## src/rtl/assert_macros.svh

```systemverilog
// assertion macros shared by the rtl modules of the alu instruction encoder
// depends on nothing; included by modules that carry assertions
`ifndef ASSERT_MACROS_SVH
`define ASSERT_MACROS_SVH

// property checked at every rising edge outside reset
`define X86E_ASSERT(lbl, clk, rst_n, prop, msg) \
    lbl: assert property (@(posedge clk) disable iff (!rst_n) (prop)) else $error(msg);

// same-cycle implication checked outside reset
`define X86E_ASSERT_IMPL(lbl, clk, rst_n, ante, cons, msg) \
    lbl: assert property (@(posedge clk) disable iff (!rst_n) (ante) |-> (cons)) else $error(msg);

`endif

```

## src/rtl/x86e_pkg.sv

```systemverilog
// types, codes and helper functions for the alu instruction encoder
// depends on nothing
`timescale 1ns / 1ps
`default_nettype none

package x86e_pkg;

    localparam int MAX_BYTES = 11;
    localparam int IDX_W     = 4;

    localparam logic [2:0] KIND_REG_REG = 3'd0;
    localparam logic [2:0] KIND_REG_MEM = 3'd1;
    localparam logic [2:0] KIND_MEM_REG = 3'd2;
    localparam logic [2:0] KIND_REG_IMM = 3'd3;
    localparam logic [2:0] KIND_MEM_IMM = 3'd4;

    localparam logic [1:0] SIZE_BYTE  = 2'd0;
    localparam logic [1:0] SIZE_WORD  = 2'd1;
    localparam logic [1:0] SIZE_DWORD = 2'd2;
    localparam logic [1:0] SIZE_RSVD  = 2'd3;

    localparam logic [2:0] REG_ACC = 3'd0;
    localparam logic [2:0] REG_ESP = 3'd4;
    localparam logic [2:0] REG_EBP = 3'd5;
    localparam logic [2:0] RM_SIB    = 3'd4;
    localparam logic [2:0] RM_DISP32 = 3'd5;

    localparam logic [1:0] MOD_NODISP = 2'd0;
    localparam logic [1:0] MOD_DISP8  = 2'd1;
    localparam logic [1:0] MOD_DISP32 = 2'd2;
    localparam logic [1:0] MOD_REG    = 2'd3;

    localparam logic [7:0] PFX_OPSIZE    = 8'h66;
    localparam logic [7:0] OPC_GRP1_B    = 8'h80;
    localparam logic [7:0] OPC_GRP1_V    = 8'h81;
    localparam logic [7:0] OPC_GRP1_IMM8 = 8'h83;
    localparam logic [7:0] SIB_ESP_BASE  = 8'h24;

    typedef struct packed {
        logic [MAX_BYTES-1:0][7:0] bytes;
        logic [IDX_W-1:0]          len;
        logic                      illegal;
    } t_desc;

    function automatic logic fits8(logic [31:0] v);
        return (&v[31:7]) || !(|v[31:7]);
    endfunction

    function automatic logic [7:0] modrm_byte(logic [1:0] m, logic [2:0] r, logic [2:0] rm);
        return {m, r, rm};
    endfunction

endpackage

`default_nettype wire

```

## src/rtl/x86e_ifs.sv

```systemverilog
// handshake channels of the alu instruction encoder: instruction in, code byte out
// depends on nothing
`timescale 1ns / 1ps
`default_nettype none

interface x86e_in_if;
    logic               valid;
    logic               ready;
    logic [2:0]         kind;
    logic [2:0]         alu_op;
    logic [1:0]         size_code;
    logic [2:0]         reg_code;
    logic [2:0]         rm_base_reg;
    logic               no_base;
    logic               has_index;
    logic [2:0]         index_reg;
    logic [1:0]         scale_log;
    logic signed [31:0] displacement;
    logic signed [31:0] immediate;

    modport source (
        output valid, kind, alu_op, size_code, reg_code, rm_base_reg, no_base,
               has_index, index_reg, scale_log, displacement, immediate,
        input  ready
    );
    modport sink (
        input  valid, kind, alu_op, size_code, reg_code, rm_base_reg, no_base,
               has_index, index_reg, scale_log, displacement, immediate,
        output ready
    );
endinterface

interface x86e_out_if;
    logic       valid;
    logic       ready;
    logic [7:0] code_byte;
    logic       last;
    logic       illegal;

    modport source (output valid, code_byte, last, illegal, input ready);
    modport sink   (input valid, code_byte, last, illegal, output ready);
endinterface

`default_nettype wire

```

## src/rtl/x86e_front.sv

```systemverilog
// front end: accepts an instruction and builds its full byte image and length
// depends on x86e_pkg and x86e_in_if
`timescale 1ns / 1ps
`default_nettype none

module x86e_front (
    input  wire logic          i_clk,
    input  wire logic          i_rst_n,
    x86e_in_if.sink            i_in,
    output x86e_pkg::t_desc    o_desc,
    output logic               o_valid,
    input  wire logic          i_ready
);

    logic            r_valid;
    x86e_pkg::t_desc r_desc;
    x86e_pkg::t_desc n_desc;

    logic       is_illegal;
    logic       has66;
    logic       has_modrm;
    logic       has_sib;
    logic       mem_form;
    logic       w_bit;
    logic       imm_fits;
    logic       disp_fits;
    logic [7:0] opcode;
    logic [7:0] modrm_b;
    logic [7:0] sib_b;
    logic [7:0] mem_modrm;
    logic [7:0] mem_sib;
    logic       mem_has_sib;
    logic [2:0] mem_disp_len;
    logic [1:0] mod_v;
    logic [2:0] r_field;
    logic [2:0] nsz;
    logic [2:0] disp_len;
    logic [2:0] imm_len;
    logic [7:0] grp_opcode;
    logic [2:0] grp_imm_len;
    logic [31:0] disp_u;
    logic [31:0] imm_u;
    logic [3:0][7:0] disp_bytes;
    logic [3:0][7:0] imm_bytes;
    logic [3:0] off_op;
    logic [3:0] off_modrm;
    logic [3:0] off_sib;
    logic [3:0] off_disp;
    logic [3:0] off_imm;
    logic [3:0] total;

    assign i_in.ready = !r_valid || i_ready;
    assign o_valid    = r_valid;
    assign o_desc     = r_desc;

    always_ff @(posedge i_clk) begin
        if (!i_rst_n) begin
            r_valid <= 1'b0;
        end else if (i_in.ready) begin
            r_valid <= i_in.valid;
        end
        if (i_in.valid && i_in.ready) begin
            r_desc <= n_desc;
        end
    end

    // operand classification
    always_comb begin
        disp_u     = i_in.displacement;
        imm_u      = i_in.immediate;
        disp_bytes = disp_u;
        imm_bytes  = imm_u;
        is_illegal = (i_in.kind > x86e_pkg::KIND_MEM_IMM) || (i_in.size_code == x86e_pkg::SIZE_RSVD);
        has66      = (i_in.size_code == x86e_pkg::SIZE_WORD);
        w_bit      = (i_in.size_code != x86e_pkg::SIZE_BYTE);
        imm_fits   = x86e_pkg::fits8(imm_u);
        disp_fits  = x86e_pkg::fits8(disp_u);
        unique case (i_in.size_code)
            x86e_pkg::SIZE_BYTE: nsz = 3'd1;
            x86e_pkg::SIZE_WORD: nsz = 3'd2;
            default:             nsz = 3'd4;
        endcase
        if (i_in.size_code == x86e_pkg::SIZE_BYTE) begin
            grp_opcode  = x86e_pkg::OPC_GRP1_B;
            grp_imm_len = 3'd1;
        end else if (imm_fits) begin
            grp_opcode  = x86e_pkg::OPC_GRP1_IMM8;
            grp_imm_len = 3'd1;
        end else begin
            grp_opcode  = x86e_pkg::OPC_GRP1_V;
            grp_imm_len = nsz;
        end

        mem_form = (i_in.kind == x86e_pkg::KIND_REG_MEM) || (i_in.kind == x86e_pkg::KIND_MEM_REG)
                   || (i_in.kind == x86e_pkg::KIND_MEM_IMM);
        r_field  = (i_in.kind == x86e_pkg::KIND_MEM_IMM) ? i_in.alu_op : i_in.reg_code;

        // memory operand
        if (i_in.no_base) begin
            mod_v        = x86e_pkg::MOD_NODISP;
            mem_disp_len = 3'd4;
            mem_has_sib  = i_in.has_index;
            mem_sib      = x86e_pkg::modrm_byte(i_in.scale_log, i_in.index_reg, x86e_pkg::RM_DISP32);
            mem_modrm    = x86e_pkg::modrm_byte(mod_v, r_field,
                               i_in.has_index ? x86e_pkg::RM_SIB : x86e_pkg::RM_DISP32);
        end else begin
            if (disp_u == 32'd0 && i_in.rm_base_reg != x86e_pkg::REG_EBP) begin
                mod_v = x86e_pkg::MOD_NODISP;
            end else if (disp_fits) begin
                mod_v = x86e_pkg::MOD_DISP8;
            end else begin
                mod_v = x86e_pkg::MOD_DISP32;
            end
            unique case (mod_v)
                x86e_pkg::MOD_DISP8:  mem_disp_len = 3'd1;
                x86e_pkg::MOD_DISP32: mem_disp_len = 3'd4;
                default:              mem_disp_len = 3'd0;
            endcase
            if (i_in.has_index) begin
                mem_has_sib = 1'b1;
                mem_modrm   = x86e_pkg::modrm_byte(mod_v, r_field, x86e_pkg::RM_SIB);
                mem_sib     = x86e_pkg::modrm_byte(i_in.scale_log, i_in.index_reg,
                                                   i_in.rm_base_reg);
            end else if (i_in.rm_base_reg == x86e_pkg::REG_ESP) begin
                mem_has_sib = 1'b1;
                mem_modrm   = x86e_pkg::modrm_byte(mod_v, r_field, x86e_pkg::RM_SIB);
                mem_sib     = x86e_pkg::SIB_ESP_BASE;
            end else begin
                mem_has_sib = 1'b0;
                mem_modrm   = x86e_pkg::modrm_byte(mod_v, r_field, i_in.rm_base_reg);
                mem_sib     = x86e_pkg::SIB_ESP_BASE;
            end
        end

        // opcode and operand layout per form
        opcode    = 8'h00;
        has_modrm = 1'b1;
        imm_len   = 3'd0;
        modrm_b   = mem_modrm;
        unique case (i_in.kind)
            x86e_pkg::KIND_REG_REG: begin
                opcode  = {2'b00, i_in.alu_op, 1'b0, 1'b1, w_bit};
                modrm_b = x86e_pkg::modrm_byte(x86e_pkg::MOD_REG, i_in.reg_code, i_in.rm_base_reg);
            end
            x86e_pkg::KIND_REG_MEM: begin
                opcode = {2'b00, i_in.alu_op, 1'b0, 1'b1, w_bit};
            end
            x86e_pkg::KIND_MEM_REG: begin
                opcode = {2'b00, i_in.alu_op, 1'b0, 1'b0, w_bit};
            end
            x86e_pkg::KIND_REG_IMM: begin
                if (i_in.reg_code == x86e_pkg::REG_ACC) begin
                    opcode    = {2'b00, i_in.alu_op, 2'b10, w_bit};
                    has_modrm = 1'b0;
                    imm_len   = nsz;
                end else begin
                    opcode  = grp_opcode;
                    imm_len = grp_imm_len;
                    modrm_b = x86e_pkg::modrm_byte(x86e_pkg::MOD_REG, i_in.alu_op, i_in.reg_code);
                end
            end
            x86e_pkg::KIND_MEM_IMM: begin
                opcode  = grp_opcode;
                imm_len = grp_imm_len;
            end
            default: begin
                opcode = 8'h00;
            end
        endcase
        has_sib  = mem_form && mem_has_sib;
        sib_b    = mem_sib;
        disp_len = mem_form ? mem_disp_len : 3'd0;

        off_op    = {3'b000, has66};
        off_modrm = off_op + 4'd1;
        off_sib   = off_modrm + {3'b000, has_modrm};
        off_disp  = off_sib + {3'b000, has_sib};
        off_imm   = off_disp + {1'b0, disp_len};
        total     = off_imm + {1'b0, imm_len};

        // byte image
        for (int i = 0; i < x86e_pkg::MAX_BYTES; i++) begin
            if (has66 && 4'(i) == 4'd0) begin
                n_desc.bytes[i] = x86e_pkg::PFX_OPSIZE;
            end else if (4'(i) == off_op) begin
                n_desc.bytes[i] = opcode;
            end else if (has_modrm && 4'(i) == off_modrm) begin
                n_desc.bytes[i] = modrm_b;
            end else if (has_sib && 4'(i) == off_sib) begin
                n_desc.bytes[i] = sib_b;
            end else if (4'(i) >= off_disp && 4'(i) < off_imm) begin
                n_desc.bytes[i] = disp_bytes[2'(4'(i) - off_disp)];
            end else if (4'(i) >= off_imm && 4'(i) < total) begin
                n_desc.bytes[i] = imm_bytes[2'(4'(i) - off_imm)];
            end else begin
                n_desc.bytes[i] = 8'h00;
            end
        end
        n_desc.len     = total;
        n_desc.illegal = 1'b0;
        if (is_illegal) begin
            n_desc.bytes   = '0;
            n_desc.len     = 4'd1;
            n_desc.illegal = 1'b1;
        end
    end

endmodule

`default_nettype wire

```

## src/rtl/x86e_queue.sv

```systemverilog
// small descriptor queue between the front end and the byte emitter
// depends on x86e_pkg and assert_macros.svh
`timescale 1ns / 1ps
`default_nettype none
`include "assert_macros.svh"

module x86e_queue #(
    parameter int DEPTH = 2
) (
    input  wire logic             i_clk,
    input  wire logic             i_rst_n,
    input  wire logic             i_push_valid,
    output logic                  o_push_ready,
    input  wire x86e_pkg::t_desc  i_push_data,
    output logic                  o_pop_valid,
    input  wire logic             i_pop_ready,
    output x86e_pkg::t_desc       o_pop_data
);

    localparam int PTR_W = $clog2(DEPTH);
    localparam int CNT_W = $clog2(DEPTH + 1);

    x86e_pkg::t_desc  r_mem [DEPTH];
    logic [PTR_W-1:0] r_wr;
    logic [PTR_W-1:0] r_rd;
    logic [CNT_W-1:0] r_count;
    logic [PTR_W-1:0] n_wr;
    logic [PTR_W-1:0] n_rd;
    logic             push;
    logic             pop;

    assign o_push_ready = (r_count != CNT_W'(DEPTH));
    assign o_pop_valid  = (r_count != '0);
    assign push         = i_push_valid && o_push_ready;
    assign pop          = i_pop_ready && o_pop_valid;
    assign o_pop_data   = r_mem[r_rd];
    assign n_wr         = (r_wr == PTR_W'(DEPTH - 1)) ? '0 : r_wr + 1'b1;
    assign n_rd         = (r_rd == PTR_W'(DEPTH - 1)) ? '0 : r_rd + 1'b1;

    always_ff @(posedge i_clk) begin
        if (!i_rst_n) begin
            r_wr    <= '0;
            r_rd    <= '0;
            r_count <= '0;
        end else begin
            if (push) begin
                r_wr <= n_wr;
            end
            if (pop) begin
                r_rd <= n_rd;
            end
            case ({push, pop})
                2'b10:   r_count <= r_count + 1'b1;
                2'b01:   r_count <= r_count - 1'b1;
                default: r_count <= r_count;
            endcase
        end
    end

    always_ff @(posedge i_clk) begin
        if (push) begin
            r_mem[r_wr] <= i_push_data;
        end
    end

    `X86E_ASSERT(a_count_bound, i_clk, i_rst_n, r_count <= CNT_W'(DEPTH), "queue count past depth")

endmodule

`default_nettype wire

```

## src/rtl/x86e_back.sv

```systemverilog
// byte emitter: walks the queue head one byte per cycle while the output is not stalled, into an output register
// depends on x86e_pkg, x86e_out_if and assert_macros.svh
`timescale 1ns / 1ps
`default_nettype none
`include "assert_macros.svh"

module x86e_back (
    input  wire logic             i_clk,
    input  wire logic             i_rst_n,
    input  wire logic             i_valid,
    input  wire x86e_pkg::t_desc  i_desc,
    output logic                  o_pop,
    x86e_out_if.source            o_out
);

    logic [x86e_pkg::IDX_W-1:0] r_idx;
    logic [x86e_pkg::IDX_W-1:0] n_idx;
    logic                       r_out_valid;
    logic [7:0]                 r_byte;
    logic                       r_last;
    logic                       r_illegal;
    logic                       can_load;
    logic                       emit;
    logic                       is_end;

    assign can_load = !r_out_valid || o_out.ready;
    assign emit     = i_valid && can_load;
    assign is_end   = (r_idx == i_desc.len - 1'b1);
    assign o_pop    = emit && is_end;
    assign n_idx    = is_end ? '0 : r_idx + 1'b1;

    assign o_out.valid     = r_out_valid;
    assign o_out.code_byte = r_byte;
    assign o_out.last      = r_last;
    assign o_out.illegal   = r_illegal;

    always_ff @(posedge i_clk) begin
        if (!i_rst_n) begin
            r_idx       <= '0;
            r_out_valid <= 1'b0;
        end else begin
            if (emit) begin
                r_idx <= n_idx;
            end
            if (can_load) begin
                r_out_valid <= i_valid;
            end
        end
        if (emit) begin
            r_byte    <= i_desc.bytes[r_idx];
            r_last    <= is_end;
            r_illegal <= i_desc.illegal;
        end
    end

    `X86E_ASSERT_IMPL(a_idx_in_range, i_clk, i_rst_n, i_valid, r_idx < i_desc.len, "byte index past length")
    `X86E_ASSERT_IMPL(a_illegal_last, i_clk, i_rst_n, r_out_valid && r_illegal, r_last, "illegal not single")
    `X86E_ASSERT(a_pop_restart, i_clk, i_rst_n, o_pop |=> (r_idx == '0), "index not rewound after pop")

endmodule

`default_nettype wire

```

## src/rtl/x86_alu_instruction_encoder.sv

```systemverilog
// path: an instruction is registered in the front end, then held in the queue, then walked into the output register
// throughput: one code byte per cycle while the output is not stalled; an instruction has 1 to 11 code bytes
// the byte emitter walking the queue head sets that rate; the front end takes one per cycle while the queue has room
// reset: synchronous active-low i_rst_n empties the queue and output; no clearing pass
// top of the alu instruction encoder; depends on x86e_pkg, x86e_ifs, x86e_front, x86e_queue, x86e_back
`timescale 1ns / 1ps
`default_nettype none

module x86_alu_instruction_encoder #(
    parameter int QUEUE_DEPTH = 2
) (
    input  wire logic  i_clk,
    input  wire logic  i_rst_n,
    x86e_in_if.sink    i_in,
    x86e_out_if.source o_out
);

    x86e_pkg::t_desc front_desc;
    x86e_pkg::t_desc head_desc;
    logic            front_valid;
    logic            front_ready;
    logic            head_valid;
    logic            head_pop;

    x86e_front u_front (
        .i_clk   (i_clk),
        .i_rst_n (i_rst_n),
        .i_in    (i_in),
        .o_desc  (front_desc),
        .o_valid (front_valid),
        .i_ready (front_ready)
    );

    x86e_queue #(
        .DEPTH (QUEUE_DEPTH)
    ) u_queue (
        .i_clk        (i_clk),
        .i_rst_n      (i_rst_n),
        .i_push_valid (front_valid),
        .o_push_ready (front_ready),
        .i_push_data  (front_desc),
        .o_pop_valid  (head_valid),
        .i_pop_ready  (head_pop),
        .o_pop_data   (head_desc)
    );

    x86e_back u_back (
        .i_clk   (i_clk),
        .i_rst_n (i_rst_n),
        .i_valid (head_valid),
        .i_desc  (head_desc),
        .o_pop   (head_pop),
        .o_out   (o_out)
    );

endmodule

`default_nettype wire

```

## src/flat_wrapper.sv

```systemverilog
// flat-port wrapper written by rule: the top's interface ports become plain ports
module x86_alu_instruction_encoder_flat 
#(
    parameter int QUEUE_DEPTH = 2
)
  (i_clk, i_rst_n, i_in_valid, i_in_kind, i_in_alu_op, i_in_size_code, i_in_reg_code, i_in_rm_base_reg, i_in_no_base, i_in_has_index, i_in_index_reg, i_in_scale_log, i_in_displacement, i_in_immediate, i_in_ready, o_out_valid, o_out_code_byte, o_out_last, o_out_illegal, o_out_ready);
  x86e_in_if i_in_i ();
  x86e_out_if o_out_i ();
  input  wire logic i_clk;
  input  wire logic i_rst_n;
  input wire logic [$bits(i_in_i.valid)-1:0] i_in_valid;
  input wire logic [$bits(i_in_i.kind)-1:0] i_in_kind;
  input wire logic [$bits(i_in_i.alu_op)-1:0] i_in_alu_op;
  input wire logic [$bits(i_in_i.size_code)-1:0] i_in_size_code;
  input wire logic [$bits(i_in_i.reg_code)-1:0] i_in_reg_code;
  input wire logic [$bits(i_in_i.rm_base_reg)-1:0] i_in_rm_base_reg;
  input wire logic [$bits(i_in_i.no_base)-1:0] i_in_no_base;
  input wire logic [$bits(i_in_i.has_index)-1:0] i_in_has_index;
  input wire logic [$bits(i_in_i.index_reg)-1:0] i_in_index_reg;
  input wire logic [$bits(i_in_i.scale_log)-1:0] i_in_scale_log;
  input wire logic [$bits(i_in_i.displacement)-1:0] i_in_displacement;
  input wire logic [$bits(i_in_i.immediate)-1:0] i_in_immediate;
  output wire logic [$bits(i_in_i.ready)-1:0] i_in_ready;
  output wire logic [$bits(o_out_i.valid)-1:0] o_out_valid;
  output wire logic [$bits(o_out_i.code_byte)-1:0] o_out_code_byte;
  output wire logic [$bits(o_out_i.last)-1:0] o_out_last;
  output wire logic [$bits(o_out_i.illegal)-1:0] o_out_illegal;
  input wire logic [$bits(o_out_i.ready)-1:0] o_out_ready;
  assign i_in_i.valid = i_in_valid;
  assign i_in_i.kind = i_in_kind;
  assign i_in_i.alu_op = i_in_alu_op;
  assign i_in_i.size_code = i_in_size_code;
  assign i_in_i.reg_code = i_in_reg_code;
  assign i_in_i.rm_base_reg = i_in_rm_base_reg;
  assign i_in_i.no_base = i_in_no_base;
  assign i_in_i.has_index = i_in_has_index;
  assign i_in_i.index_reg = i_in_index_reg;
  assign i_in_i.scale_log = i_in_scale_log;
  assign i_in_i.displacement = i_in_displacement;
  assign i_in_i.immediate = i_in_immediate;
  assign i_in_ready = i_in_i.ready;
  assign o_out_valid = o_out_i.valid;
  assign o_out_code_byte = o_out_i.code_byte;
  assign o_out_last = o_out_i.last;
  assign o_out_illegal = o_out_i.illegal;
  assign o_out_i.ready = o_out_ready;
  x86_alu_instruction_encoder #(.QUEUE_DEPTH(QUEUE_DEPTH)) u_core (.i_clk(i_clk), .i_rst_n(i_rst_n), .i_in(i_in_i), .o_out(o_out_i));
endmodule
```

## config.mk

```make
export PLATFORM = sky130hd
export DESIGN_NAME = x86_alu_instruction_encoder_flat
export DESIGN_NICKNAME = d
export VERILOG_FILES = /design/src/rtl/x86e_pkg.sv /design/src/rtl/x86e_ifs.sv /design/src/rtl/x86e_front.sv /design/src/rtl/x86e_queue.sv /design/src/rtl/x86e_back.sv /design/src/rtl/x86_alu_instruction_encoder.sv /design/src/flat_wrapper.sv
export VERILOG_INCLUDE_DIRS = /design/src /design/src/rtl
export SDC_FILE = /design/constraint.sdc
export NUM_CORES = 1
export LEC_CHECK = 0
export BUFFER_PORTS_ARGS = -buffer_cell sky130_fd_sc_hd__buf_2
export CAP_MARGIN = 30
export CORE_MARGIN = 4
export CORE_UTILIZATION = 30
export CTS_CLUSTER_SIZE = 8
export DETAILED_ROUTE_END_ITERATION = 12
export PLACE_DENSITY = 0.54
export SLEW_MARGIN = 20
export SYNTH_ARGS = -nofsm -noshare
export SYNTH_HDL_FRONTEND = slang
export SYNTH_SLANG_ARGS = --single-unit
export TNS_END_PERCENT = 5
```

## constraint.sdc

```tcl
create_clock -name i_clk -period 10.5 [get_ports i_clk]
set_input_delay 2.1 -clock i_clk [delete_from_list [all_inputs] [get_ports i_clk]]
set_output_delay 2.1 -clock i_clk [all_outputs]
set_load 0.005 [all_outputs]
```

==> impl_metrics.env <==
export IMPL_status="complete, no violations"
export IMPL_crit_top_cell="ha_1"
export IMPL_synth_commonest_cells="289 x edfxtp_1, 107 x mux4_2, 60 x nor2_1, 50 x a21oi_1, 42 x nand2_1"
export IMPL_antenna_found_initial=1
export IMPL_cts_sinks=300
export IMPL_required_ns=10.75
export IMPL_cp_arrival_ns=8.00
export IMPL_portBuffers=100
export IMPL_cts_tree="done"
export IMPL_grt_pass1_vias=10193
export IMPL_postSynthCellCount=1040
export IMPL_tns_ns=0
export IMPL_grt_max_degree=76
export IMPL_place_inst=1771
export IMPL_synth_most_common_cell="edfxtp_1"
export IMPL_routedWlPerCell_um=26.6
export IMPL_p_clk_frac=0.378
export IMPL_fillCellCount=4770
export IMPL_place_congestion=0.976
export IMPL_holdCritPathClass="register to register"
export IMPL_ctsHoldBuffers=0
export IMPL_finalHoldViolCount=0
export IMPL_crit_path_cell_trace="buf_2, or3_1, nor3_1, inv_1, fa_2, buf_4, inv_1, ha_1, ha_1, xnor2_1, inv_2, ha_1, xor2_1, nand2_1, o221a_2, a32oi_1, a2111oi_0, a2111o_1"
export IMPL_syn_avg_cell_area_sq_um=14.9
export IMPL_clock_skew_ns=0.0228
export IMPL_peakVddDrop_uv=108
export IMPL_detailed_place_hpwl_um=36600
export IMPL_drt_iter0_markers=906
export IMPL_clockBufferDepth=3
export IMPL_initial_core_util=0.305
export IMPL_tightest_slew_ns=1.02
export IMPL_finalWirelength_um=48700
export IMPL_synth_edf_count=289
export IMPL_path_clk_slew_ns=0.05
export IMPL_grt_overflow=0
export IMPL_synth_seq_area_share=0.576
export IMPL_drcViolationCount=0
export IMPL_yosys_top_cells_area="edfxtp_1 56%, mux4_2 16%, mux2i_1 2.3%"
export IMPL_cellLeakagePower_nw=5.93
export IMPL_p_per_area_nw_per_um2=182
export IMPL_grt_usage=0.172
export IMPL_postCtsSetupBuffers=0
export IMPL_die_height_um=235
export IMPL_fin_crit_sh=0.738
export IMPL_synth_top_area_frac=0.562
export IMPL_final_cells=1831
export IMPL_path_delay_family="adder cells"
export IMPL_swShare=0.264
export IMPL_regArea_sq_um=8900
export IMPL_drive_above_1_share=0.266
export IMPL_multi_input_area_sq_um=6220
export IMPL_dieArea_sq_um=55200
export IMPL_yosys_cell_types_count=81
export IMPL_maxSlewHeadroom=0.319
export IMPL_slowest_stage="nor3_1"
export IMPL_clk_latency_ns=0.53
export IMPL_via_count=10350
export IMPL_place_ws_ns=1.97
export IMPL_critPathKind="primary input to register"
export IMPL_rsz0062_at_grt="no"
export IMPL_ys_warn_count=0
export IMPL_end_kind="register"
export IMPL_critical_path_max_stage_delay_ns=0.61
export IMPL_cp_max_fo=36
export IMPL_setup_viol=0
export IMPL_timing_fmax_mhz=129
export IMPL_drv_slew=0
export IMPL_synth_nets=1152
export IMPL_synth_ff_type="edfxtp_1"
export IMPL_fin_crit_ns=7.75
export IMPL_worst_path_buf_inv=5
export IMPL_p_comb_frac=0.180
export IMPL_async_flop_share=0
export IMPL_ys_ff_latch=300
export IMPL_cts_max_level=2
export IMPL_die_x_um=235
export IMPL_rows=82
export IMPL_yosys_area_top_type="edfxtp_1"
export IMPL_cts_resized_gates=0
export IMPL_startpoint_type="primary input"
export IMPL_ant_nets=0
export IMPL_max_cap_viol_count=0
export IMPL_whs_ns=0.441
export IMPL_cts_root_buf="clkbuf_16"
export IMPL_pwr_share_seq=0.443
export IMPL_syn_to_final_growth_pct=16.1
export IMPL_power_switching_w=0.000861
export IMPL_io_pins=101
export IMPL_detail_route_vias_per_cell=5.65
export IMPL_nets=1260
export IMPL_cts_inserted_buffers=43
export IMPL_syn_area_sq_um=15500
export IMPL_core_area_sq_um=50600
export IMPL_grt_pass1_wl_um=71400
export IMPL_setup_slack_ns=2.75
export IMPL_dr_pass1_iters=6
export IMPL_internal_power_w=0.00240
layout by cell type, fill, tap and decap left out, types with 5 or more instances in the layout:
master and n:
a22o_1 24, clkbuf_16 44, o22ai_1 17, inv_1 24
buf_4 16, a221oi_1 16, xor2_1 6, or3_1 5
nand3_1 12, nand4_1 15, a21oi_1 49, nor3b_1 8
or2_2 5, a22oi_1 20, nand2b_1 9, ha_1 21
edfxtp_1 289, nor2_1 59, a32oi_1 8, mux2i_1 35
nor2b_1 5, nand2_1 42, mux4_2 107, and2_1 12
dfxtp_1 9, buf_2 102, nor4_1 11, a221o_1 5
o21ai_0 39, xnor2_1 9, nor3_1 17, a31oi_1 11
a211oi_1 14, clkbuf_1 8
path summary, 6_finish.rpt:
path / from / slack, ns / cells past startpoint / to
hold / removal: u_core.u_front.o_desc[65] / 0.44 / 0 / u_core.u_queue.r_mem[0][65]
setup reg to reg: register / 6.96 / 11 / u_core.u_queue.r_count[1]
setup / recovery: i_in_reg_code[0] / 2.75 / 18 / u_core.u_front.o_desc[14]
hold reg to reg: u_core.u_front.o_desc[65] / 0.44 / 0 / u_core.u_queue.r_mem[0][65]
cells by family (layout without fill, tap and decap cells):
family / after synthesis / count (layout) / share of synthesized area
flip-flops: 300 / 300 / 0.576
AO/OA/AOI/OAI: 255 / 255 / 0.120
AND/OR/NAND/NOR: 219 / 219 / 0.0718
multiplexers: 143 / 143 / 0.179
buffers and inverters: 84 / 202 / 0.0231
adder cells (fa/ha/maj): 23 / 23 / 0.0196
XOR/XNOR: 16 / 16 / 0.0103
other: 0 / 1 / 0
worst register-to-register path, delay by kind of cell (launching register included):
kind / cells / cell delay (ns)
AO/OA/AOI/OAI: 1 / 0.16
XOR/XNOR: 2 / 0.26
adder cells (fa/ha/maj): 2 / 0.46
buffers and inverters: 2 / 0.72
flip-flops: 1 / 0.72
multiplexers: 1 / 0.40
AND/OR/NAND/NOR: 3 / 0.76
through the flow:
stage	cell area [sq um]	utilization	total power, W
6_report	17900	0.355	0.00326
5_1_grt	17900	0.355	0.00339
4_1_cts	17900	0.353	0.00329
3_5_place_dp	16700	0.330	0.00205
3_3_place_gp	16700	0.330	0.00204
2_1_floorplan	15500	-	0.00181
flip-flops by register name (all words and copies together), names as in the netlist, 2 cells and up, named ones only:
name                           cells
u_core.u_back.o_out.code_byte      8
u_core.u_queue.r_mem             186
u_core.u_queue.r_count             2
u_core.u_back.r_idx                4
u_core.u_front.o_desc             93
routing by layer:
metal | wire length, um | track usage | vias up
met2 | 23400 | 0.281 | 425
met5 | 0 | 0 | -
met1 | 20700 | 0.235 | 5323
met4 | 1920 | 0.0662 | 0
li1 | - | - | 4518
met3 | 2600 | 0.0229 | 84
power groups by stage:
| stage | logic [W] | clock network [W] | registers (W) |
|---|---|---|---|
| 6_report | 0.000586 | 0.00123 | 0.00144 |
| 2_1_floorplan | 0.000363 | 0 | 0.00145 |
| 3_3_place_gp | 0.000579 | 0 | 0.00146 |
| 3_5_place_dp | 0.000579 | 0 | 0.00147 |
| 5_1_grt | 0.000622 | 0.00132 | 0.00145 |
| 4_1_cts | 0.000580 | 0.00126 | 0.00145 |
area by class of cell:
class,count,share of cell area
Antenna cell,1,0.000139
Clock buffer,52,0.0630
Clock inverter,3,0.00307
Inverter,26,0.00558
Multi-Input combinational cell,656,0.347
Sequential cell,300,0.496
Tap cell,672,0.0469
Timing Repair Buffer,121,0.0385
Power figures use the tool's default switching activity.
